`src/rtl/lfpr_pkg.sv`:
```
// lfpr_pkg: shared types and constants for the length-framed packet receiver
// used by lfpr_parser and length_framed_packet_receiver_top; no dependencies
package lfpr_pkg;

	// framing bytes
	localparam logic [7:0] START_BYTE = 8'h7E;
	localparam logic [7:0] END_BYTE   = 8'h7F;

	// default largest accepted payload length
	localparam int MAX_PAYLOAD_DEF = 1024;

	// result field widths
	localparam int KIND_W  = 2;
	localparam int DATA_W  = 8;
	localparam int INDEX_W = 10;
	localparam int FLEN_W  = 11;

	// receive phase
	typedef enum logic [2:0] {
		PH_HUNT    = 3'd0,
		PH_LEN     = 3'd1,
		PH_PAYLOAD = 3'd2,
		PH_TRAILER = 3'd3,
		PH_ERROR   = 3'd4
	} lfpr_phase_t;

	// result kind
	typedef enum logic [KIND_W-1:0] {
		KIND_PAYLOAD = 2'd0,
		KIND_ACCEPT  = 2'd1,
		KIND_CHKERR  = 2'd2
	} lfpr_kind_t;

	// one result item
	typedef struct packed {
		lfpr_kind_t          kind;
		logic [DATA_W-1:0]   data;
		logic [INDEX_W-1:0]  index;
		logic [FLEN_W-1:0]   flen;
	} lfpr_event_t;

endpackage

```
`src/rtl/lfpr_parser.sv`:
```
// lfpr_parser: frame state machine, length capture, checksum and result decode
// depends on lfpr_pkg
module lfpr_parser import lfpr_pkg::*; #(
	parameter int MAX_PAYLOAD = MAX_PAYLOAD_DEF
) (
	input  logic        clk,
	input  logic        arst_n,
	input  logic        step,
	input  logic [7:0]  byte_in,
	output logic        ev_valid,
	output lfpr_event_t ev
);

	localparam int LEN_W = $clog2(MAX_PAYLOAD + 1);

	lfpr_phase_t      phase_q, phase_d;
	logic             low_seen_q, low_seen_d;
	logic [7:0]       low_byte_q, low_byte_d;
	logic [LEN_W-1:0] decl_q, decl_d;
	logic [LEN_W-1:0] count_q, count_d;
	logic [7:0]       sum_q, sum_d;
	logic [15:0]      len_full;

	assign len_full = {byte_in, low_byte_q};

	// state registers, updated once per processed item
	always_ff @(posedge clk or negedge arst_n) begin
		if (!arst_n) begin
			phase_q    <= PH_HUNT;
			low_seen_q <= 1'b0;
			low_byte_q <= '0;
			decl_q     <= '0;
			count_q    <= '0;
			sum_q      <= '0;
		end else if (step) begin
			phase_q    <= phase_d;
			low_seen_q <= low_seen_d;
			low_byte_q <= low_byte_d;
			decl_q     <= decl_d;
			count_q    <= count_d;
			sum_q      <= sum_d;
		end
	end

	// next state and result for the byte at hand
	always_comb begin
		phase_d    = phase_q;
		low_seen_d = low_seen_q;
		low_byte_d = low_byte_q;
		decl_d     = decl_q;
		count_d    = count_q;
		sum_d      = sum_q;
		ev_valid   = 1'b0;
		ev.kind    = KIND_PAYLOAD;
		ev.data    = '0;
		ev.index   = '0;
		ev.flen    = FLEN_W'(decl_q);
		unique case (phase_q)
			PH_LEN: begin
				sum_d = sum_q + byte_in;
				if (!low_seen_q) begin
					low_byte_d = byte_in;
					low_seen_d = 1'b1;
				end else begin
					low_seen_d = 1'b0;
					count_d    = '0;
					if (len_full > 16'(MAX_PAYLOAD)) begin
						phase_d = PH_HUNT;
					end else begin
						decl_d  = len_full[LEN_W-1:0];
						phase_d = PH_PAYLOAD;
					end
				end
			end
			PH_PAYLOAD: begin
				if (count_q < decl_q) begin
					ev_valid = 1'b1;
					ev.kind  = KIND_PAYLOAD;
					ev.data  = byte_in;
					ev.index = INDEX_W'(count_q);
					sum_d    = sum_q + byte_in;
					count_d  = count_q + 1'b1;
				end else begin
					phase_d = (sum_q == byte_in) ? PH_TRAILER : PH_ERROR;
				end
			end
			PH_TRAILER: begin
				if (byte_in == END_BYTE) begin
					ev_valid = 1'b1;
					ev.kind  = KIND_ACCEPT;
					phase_d  = PH_HUNT;
				end
			end
			PH_ERROR: begin
				ev_valid = 1'b1;
				ev.kind  = KIND_CHKERR;
				phase_d  = PH_HUNT;
				decl_d   = '0;
				count_d  = '0;
			end
			default: begin
				// hunting, also covers unused phase codes
				phase_d = PH_HUNT;
				if (byte_in == START_BYTE) begin
					phase_d    = PH_LEN;
					low_seen_d = 1'b0;
					low_byte_d = '0;
					decl_d     = '0;
					count_d    = '0;
					sum_d      = '0;
				end
			end
		endcase
	end

`ifndef SYNTHESIS
	// payload count never runs past the declared length
	assert property (@(posedge clk) disable iff (!arst_n)
		phase_q == PH_PAYLOAD |-> count_q <= decl_q)
		else $error("payload count past declared length");

	// half-read length only exists in the length phase
	assert property (@(posedge clk) disable iff (!arst_n)
		low_seen_q |-> phase_q == PH_LEN)
		else $error("low length byte flag outside length phase");

	// a stored length is never above the limit
	assert property (@(posedge clk) disable iff (!arst_n)
		decl_q <= LEN_W'(MAX_PAYLOAD))
		else $error("declared length above the limit");
`endif

endmodule

```
`src/rtl/length_framed_packet_receiver_top.sv`:
```
// length_framed_packet_receiver_top: input register, parser and result register
// depends on lfpr_pkg and lfpr_parser
//
// Usage:
//   rx channel (rx_valid, rx_stall, rx_byte) carries one received byte per item.
//   evt channel (evt_valid, evt_stall, event_kind, data_byte, byte_index,
//   frame_length) carries zero or one result item per byte.
//   A byte is taken into an input register, run through the frame state
//   machine and checksum logic, and any result lands in an output register.
//   Throughput is one byte per cycle unless rx_stall holds the input; the
//   state update for a byte is combinational logic between the input and
//   result registers, so the next byte can follow immediately.
//   When evt_stall holds a waiting result, the input register still drains
//   bytes that give no result; rx_stall rises only when a byte is held that
//   needs the occupied result slot.
//   Reset (arst_n low) clears both registers' valid flags and returns the
//   parser to hunting for the start byte with length, count and sum at zero.
module length_framed_packet_receiver_top import lfpr_pkg::*; #(
	parameter int MAX_PAYLOAD = MAX_PAYLOAD_DEF
) (
	input  logic               clk,
	input  logic               arst_n,
	input  logic               rx_valid,
	output logic               rx_stall,
	input  logic [DATA_W-1:0]  rx_byte,
	output logic               evt_valid,
	input  logic               evt_stall,
	output logic [KIND_W-1:0]  event_kind,
	output logic [DATA_W-1:0]  data_byte,
	output logic [INDEX_W-1:0] byte_index,
	output logic [FLEN_W-1:0]  frame_length
);

	logic              valid_s1;
	logic [DATA_W-1:0] byte_s1;
	logic              out_valid_q;
	lfpr_event_t       evt_q;
	logic              slot_free;
	logic              step;
	logic              ev_valid;
	lfpr_event_t       ev;

	// byte in s1 may proceed unless it makes a result with the slot still full
	assign slot_free = !out_valid_q || !evt_stall;
	assign step      = valid_s1 && (slot_free || !ev_valid);
	assign rx_stall  = valid_s1 && !step;

	// input register
	always_ff @(posedge clk or negedge arst_n) begin
		if (!arst_n) begin
			valid_s1 <= 1'b0;
		end else if (!rx_stall) begin
			valid_s1 <= rx_valid;
		end
	end

	always_ff @(posedge clk) begin
		if (rx_valid && !rx_stall) begin
			byte_s1 <= rx_byte;
		end
	end

	lfpr_parser #(
		.MAX_PAYLOAD(MAX_PAYLOAD)
	) u_parser (
		.clk     (clk),
		.arst_n  (arst_n),
		.step    (step),
		.byte_in (byte_s1),
		.ev_valid(ev_valid),
		.ev      (ev)
	);

	// result register
	always_ff @(posedge clk or negedge arst_n) begin
		if (!arst_n) begin
			out_valid_q <= 1'b0;
		end else if (slot_free) begin
			out_valid_q <= step && ev_valid;
		end
	end

	always_ff @(posedge clk) begin
		if (slot_free && step && ev_valid) begin
			evt_q <= ev;
		end
	end

	assign evt_valid    = out_valid_q;
	assign event_kind   = evt_q.kind;
	assign data_byte    = evt_q.data;
	assign byte_index   = evt_q.index;
	assign frame_length = evt_q.flen;

`ifndef SYNTHESIS
	// a stalled result item stays offered
	assert property (@(posedge clk) disable iff (!arst_n)
		evt_valid && evt_stall |=> evt_valid)
		else $error("result item dropped while stalled");

	// non-payload results carry zero data and index
	assert property (@(posedge clk) disable iff (!arst_n)
		evt_valid && event_kind != KIND_PAYLOAD |-> data_byte == '0 && byte_index == '0)
		else $error("non-payload item with data or index");

	// input only stalls behind a full, stalled result slot
	assert property (@(posedge clk) disable iff (!arst_n)
		rx_stall |-> valid_s1 && out_valid_q && evt_stall)
		else $error("input stall without a blocked result slot");
`endif

endmodule

```
`config.mk`:
```
export PLATFORM = sky130hd
export DESIGN_NAME = length_framed_packet_receiver_top
export DESIGN_NICKNAME = d
export VERILOG_FILES = /design/src/rtl/lfpr_pkg.sv /design/src/rtl/lfpr_parser.sv /design/src/rtl/length_framed_packet_receiver_top.sv
export SDC_FILE = /design/constraint.sdc
export NUM_CORES = 1
export LEC_CHECK = 0
export ABC_AREA = 1
export ABC_CLOCK_PERIOD_IN_PS = 5300
export BUFFER_PORTS_ARGS = -buffer_cell sky130_fd_sc_hd__buf_4
export CAP_MARGIN = 30
export CELL_PAD_IN_SITES_DETAIL_PLACEMENT = 0
export CELL_PAD_IN_SITES_GLOBAL_PLACEMENT = 2
export CORE_MARGIN = 3
export CORE_UTILIZATION = 38
export CTS_CLUSTER_DIAMETER = 50
export DETAILED_ROUTE_END_ITERATION = 10
export GPL_ROUTABILITY_DRIVEN = 0
export PLACE_DENSITY = 0.84
export SYNTH_ARGS = -nofsm -noshare
export SYNTH_HDL_FRONTEND = slang
export SYNTH_HIERARCHICAL = 1
export SYNTH_SLANG_ARGS = --single-unit
```
`constraint.sdc`:
```
create_clock -name clk -period 5.3 [get_ports clk]
set_clock_uncertainty 0.15 [all_clocks]
set_input_delay 0.265 -clock clk [delete_from_list [all_inputs] [get_ports clk]]
set_output_delay 0.265 -clock clk [all_outputs]
set_load 0.02 [all_outputs]
```
## Word-level counts from Yosys, hierarchy flattened

Cells that the tools add are included.

| word-level totals | value |
|---|---|
| output and inout bits | 33 |
| flip-flop bits (word level) | 83 |
| logic and storage cells | 88 |

| operators by class | value |
|---|---|
| equality and inequality tests | 13 |
| bitwise operators | 4 |
| reductions and logical operators | 27 |
| order comparisons | 2 |
| muxes and demuxes | 27 |
| add/subtract/negate cells | 2 |

Operator list:

| kind | count |
|---|---|
| 11-bit 2-to-1 mux | 5 |
| 11-bit case mux with 4 select lines | 1 |
| 11-bit case mux with 3 select lines | 1 |
| 8-bit 2-to-1 mux | 3 |
| 8-bit case mux with 3 select lines | 1 |
| 8-bit by 7-bit equality test with 1-bit output, second input constant | 2 |
| 16-bit by 11-bit greater-than comparator with 1-bit output, second input constant | 1 |
| 8-bit case mux with 2 select lines | 1 |
| 3-bit 2-to-1 mux | 4 |
| 3-bit case mux with 4 select lines | 1 |
| 4-bit AND reduction | 3 |
| 11-bit by 1-bit adder with 11-bit output, second input constant | 1 |
| 11-bit < comparator | 1 |
| 5-bit AND reduction | 2 |
| 8-bit adder | 1 |
| 8-bit equality test | 1 |
| 3-bit by 2-bit equality test with 1-bit output, second input constant | 2 |
| 1-bit logical AND | 6 |
| 1-bit 2-to-1 mux | 6 |
| 2-bit by 1-bit != test with 1-bit output, second input constant | 3 |
| 2-bit != test, second input constant | 3 |
| 2-bit case mux with 3 select lines | 1 |
| 3-bit nonzero test | 2 |
| 1-bit zero test | 5 |
| 13 further kinds | 18 |

## Depth between registers and ports, before layout

| logic depth | value |
|---|---|
| depth in word-level cells | 10 |
| depth in mapped cells | 19 |
| gate-level depth less buffers | 17 |

## Cells and area by module

The synthesis kept the hierarchy.

Modules (own cells, without submodules):

| module | seq. area each (µm²) | instances | area each (µm²) | cells each |
|---|---|---|---|---|
| lfpr_parser | 1051.0 | 1 | 3034.2 | 453 |
| length_framed_packet_receiver_top | 1221.2 | 1 | 1277.5 | 53 |

## Worst setup path before layout

No wires, ideal clock.

| path | value |
|---|---|
| path kind | reg-to-reg |
| from | reg u_parser.decl_q[10] |
| to | reg evt_q (netlist bit byte_index[0]) (enable) |
| stages on the path, launching flop included | 10 |
| arrival time | 2.145 ns |
| path slack | 2.619 ns |
| buffers on the path | 1 |
| cells stage by stage | dfrtp_1 inv_1 ha_1 a21o_1 nor2_1 nand4_2 buf_2 nand3b_1 nand3_1 inv_1 |

| between the ends | value |
|---|---|
| longest elaborated chain between the ends | 8 |

RTL lines:

| element | line | source |
|---|---|---|
| from (decl) | lfpr_parser.sv:19 | `logic [LEN_W-1:0] decl_q, decl_d;` |
| from (signal assigned) | lfpr_parser.sv:39 | `decl_q <= decl_d;` |
| 11-bit < comparator (*) | lfpr_parser.sv:76 | `if (count_q < decl_q) begin` |
| 1-bit 2-to-1 mux (*) | lfpr_parser.sv:76 |  |
| 1-bit case mux with 3 select lines (*) | lfpr_parser.sv:58 | `unique case (phase_q)` |
| via ev_valid | length_framed_packet_receiver_top.sv:40 | `logic ev_valid;` |
| 1-bit zero test | length_framed_packet_receiver_top.sv:45 | `assign step = valid_s1 && (slot_free \|\| !ev_valid);` |
| 1-bit logical OR | length_framed_packet_receiver_top.sv:45 |  |
| 1-bit logical AND | length_framed_packet_receiver_top.sv:45 |  |
| 1-bit logical AND | length_framed_packet_receiver_top.sv:84 | `if (slot_free && step && ev_valid) begin` |
| 1-bit logical AND (*) | length_framed_packet_receiver_top.sv:84 |  |
| to (signal assigned) | length_framed_packet_receiver_top.sv:85 | `evt_q <= ev;` |
| to (decl) | length_framed_packet_receiver_top.sv:37 | `lfpr_event_t evt_q;` |

Mark *: on every way through the listed nets, which the timed path passes. The rest lies on a longest branch.
A chain may end at the register's enable or synchronous reset.

## Worst setup path after layout

| path | value |
|---|---|
| from | reg u_parser.decl_q[10] |
| to | reg u_parser.decl_q[3] |

| between the ends | value |
|---|---|
| longest elaborated chain between the ends | 7 |

RTL lines:

| element | line | source |
|---|---|---|
| 11-bit < comparator | lfpr_parser.sv:76 |  |
| 1-bit 2-to-1 mux | lfpr_parser.sv:76 |  |
| 1-bit case mux with 3 select lines | lfpr_parser.sv:58 |  |
| via ev_valid | length_framed_packet_receiver_top.sv:40 |  |
| 1-bit zero test | length_framed_packet_receiver_top.sv:45 |  |
| 1-bit logical OR | length_framed_packet_receiver_top.sv:45 |  |
| 1-bit logical AND | length_framed_packet_receiver_top.sv:45 |  |
| via step | length_framed_packet_receiver_top.sv:39 | `logic step;` |
| 5-bit AND reduction (no source line) | n/a |  |

The timed path passes the listed nets, and every way through them passes these cells.

==> metrics.md <==
| Metric | Value |
|---|---|
| Hold_sp | `evt_stall` |
| Final Cycle Share | `72.21%` |
| Yosys warning count | `6` |
| Flop2flop setup slack | `1.47 ns` |
| RSZ-0062 raised after global routing | `false` |
| CP Buf/Inv Count | `2` |
| Final Max Slew Viols | `0` |
| CP max-delay cell | `nand4_2` |
| F_max | `261.3 MHz` |
| Final hold violations | `0` |
| CP Data Required Time | `5.39 ns` |
| Clk buf depth | `2` |
| CTS tree | `done` |
| Worst hold path class | `input pin to flop` |
| Die X | `112.5 um` |
| Routed Antenna Nets | `0` |
| Slowest stage delay, CP | `0.56 ns` |
| Main area contributors after synthesis | `edfxtp_1, dfrtp_1, nand2_1` |
| Max-cap violations | `0` |
| Dpl hpwl | `7669 um` |
| Resize count post-CTS | `0` |
| Avg Synthesized Cell Area | `8.521 um2` |
| Worst path top cell family by delay | `simple AND/OR/NAND/NOR gates` |
| Max_slew headroom | `51.65%` |
| Yosys reg bits | `83` |
| Cell accounting for the most synthesized area | `edfxtp_1` |
| P_leak | `0.002253 uW` |
| Final net count | `592` |
| Final wirelength | `10390 um` |
| Core area | `0.01098 mm2` |
| Post-synth net total | `537` |
| Vias/cell | `4.851` |
| VDD IR max | `0.0002288 V` |
| Die height | `112.5 um` |
| Total CTS buffers | `9` |
| R2r worst-path depth | `14` |
| Hold EP | `evt_valid` |
| Layout cells sized above 1 | `14.31%` |
| Yosys cell types | `35` |
| Clock slew at reported path FFs | `0.06 ns` |
| Global-route wire length before repair | `17280 um` |
| Rows | `38` |
| Netlist Area Pre-Place | `0.004312 mm2` |
| Vias in the first global route | `3401` |
| First drt pass iteration count | `5` |
| GR Overflow Total | `0` |
| Ant diodes | `0` |
| Average wire per standard cell | `14.72 um` |
| CP max FO | `22` |
| Hold depth | `3` |
| Starting density of the core | `39.26%` |
| DR iter-0 viols | `148` |
| Pwr Total | `1304 uW` |
| GRT Overall Usage | `17.36%` |
| Worst-skew pair later-pin latency | `0.34 ns` |
| Hold_buf cts | `10` |
| Origin of the critical flop-to-flop path | `u_parser/decl_q[10]` |
| Final TNS setup | `0 ns` |
| I/O Pins | `45` |
| Status | `finished, final reports clean` |
| Slew at the pin closest to its max-slew limit | `0.7232 ns` |
| Final setup fails | `0` |
| Post-CTS Setup Bufs | `0` |
| Setup crit end kind | `flop` |
| Initial antenna violation count | `0` |
| Die area | `0.01266 mm2` |
| Largest net degree at the start of global routing | `45` |
| I/O Buffers | `44` |
| Vias | `3425` |
| FF-to-FF End | `u_parser/decl_q[3]` |
| WP data arrival | `3.92 ns` |
| Clk sinks | `83` |
| Sequential area share after synthesis | `52.70%` |
| Clock period minus worst slack | `3.827 ns` |
| Area Growth Syn to Fin | `19.27%` |
| Pwr/cell area | `253.6 mW/mm2` |
| Startpoint types | `flop` |
| Drt drc | `0` |
| H-tree depth | `3` |
| Worst path cell trace | `inv_1, ha_1, a21o_1, nor2_1, nand4_2, nand3b_1, nand3_2, nand2_1, inv_1, o21ai_1, nor2_1, nand3_1, nand2_1, o21ai_1` |
| Cells after Synth | `506` |
| CP Class | `flop to flop` |
| Post-synth top area share | `27.16%` |
| Root buf cell | `clkbuf_16` |
## power by group
part	internal, uW	switching [uW]	leakage, uW
Clock	318	242	0.000127
Combinational	19.6	35.0	0.00123
Sequential	679	10.1	0.000900
Total	1020	287	0.00225
## registers in the layout (all words and copies together), names as in the netlist, 8 cells and up
register,cells
u_parser/count_q,11
byte_s1,8
u_parser/low_byte_q,8
byte_index,10
frame_length,11
u_parser/decl_q,11
u_parser/sum_q,8
data_byte,8
## metrics by stage
stage	setup WS, ns	cell area [um2]	utilization (%)	hold slack, ns	cells
after floorplan	2.619	4312	-	-0.1806	506
after global placement	1.599	4751	43.26	0.1765	679
after detailed placement	1.479	4778	43.51	0.1753	680
after CTS	1.465	5142	46.82	0.01043	706
after global routing	1.066	5142	46.82	0.03168	706
final	1.473	5142	46.82	0.02815	706
## final cells by class
cell class                      count  area [um2]
Inverter                           66       247.7
Clock buffer                       12       236.5
Fill cell                        1051        5841
Tap cell                          140       175.2
Clock inverter                      4       27.53
Timing Repair Buffer               55       457.9
Sequential cell                    83        2272
Multi-Input combinational cell    346        1725
## placed cells by master (no fill, tap or decap), types with 4 or more instances in the layout
master,n
a21oi_1,10
nand3_1,24
dlygate4sd3_1,10
nand2_1,151
dfrtp_1,44
buf_4,44
o21ai_0,11
edfxtp_1,39
clkbuf_16,9
ha_1,18
nor3_1,5
inv_2,6
nand4_1,17
inv_1,60
nor2_1,66
nand2_2,4
o21ai_1,15
## cell families after synthesis
kind of cell	share of synthesized area (%)
compound gates	5.949
fa+ha+maj	5.688
flops	52.70
buf+inv	7.284
simple gates	27.97
xor+xnor	0.4063
## per-layer routing
metal	share of wire [%]	routed length [um]	vias to the layer above	global-route usage (%)
li1	-	-	1747	-
met4	0.95	99	0	4.888
met3	4.0	413	8	4.151
met5	0	0	-	0
met2	49	5144	76	29.32
met1	46	4737	1594	22.32
## how the worst max path moves through the flow
stage,slack (ns),end,startpoint,depth (start not counted)
finish,1.47,u_parser/decl_q[3],u_parser/decl_q[10],14
floorplan,2.62,byte_index[0],u_parser/decl_q[10],9
detailed placement,1.48,u_parser/decl_q[3],u_parser/count_q[8],16
global placement,1.60,u_parser/decl_q[3],u_parser/count_q[8],16
CTS,1.47,u_parser/decl_q[3],u_parser/count_q[8],16
global route,1.07,u_parser/decl_q[3],u_parser/count_q[8],16
## cells in the mapped netlist (all sizes together)
cell type	count
nand2	156
nor2	69
inv	66
dfrtp	44
edfxtp	39
nand3	27
o21ai	27
ha	18
nand4	18
a21oi	12
buf	9
nor3	5
a31oi	2
clkbuf	2
nor3b	2
o21bai	2
or2	2
xor2	2
a21o	1
fa	1
nand3b	1
o31ai	1
## worst min-delay path, cell delays in order
cell     delay [ns]
buf_4          0.09
nand2_1        0.06
nand2_1        0.06
Power figures use the tool's default switching activity.
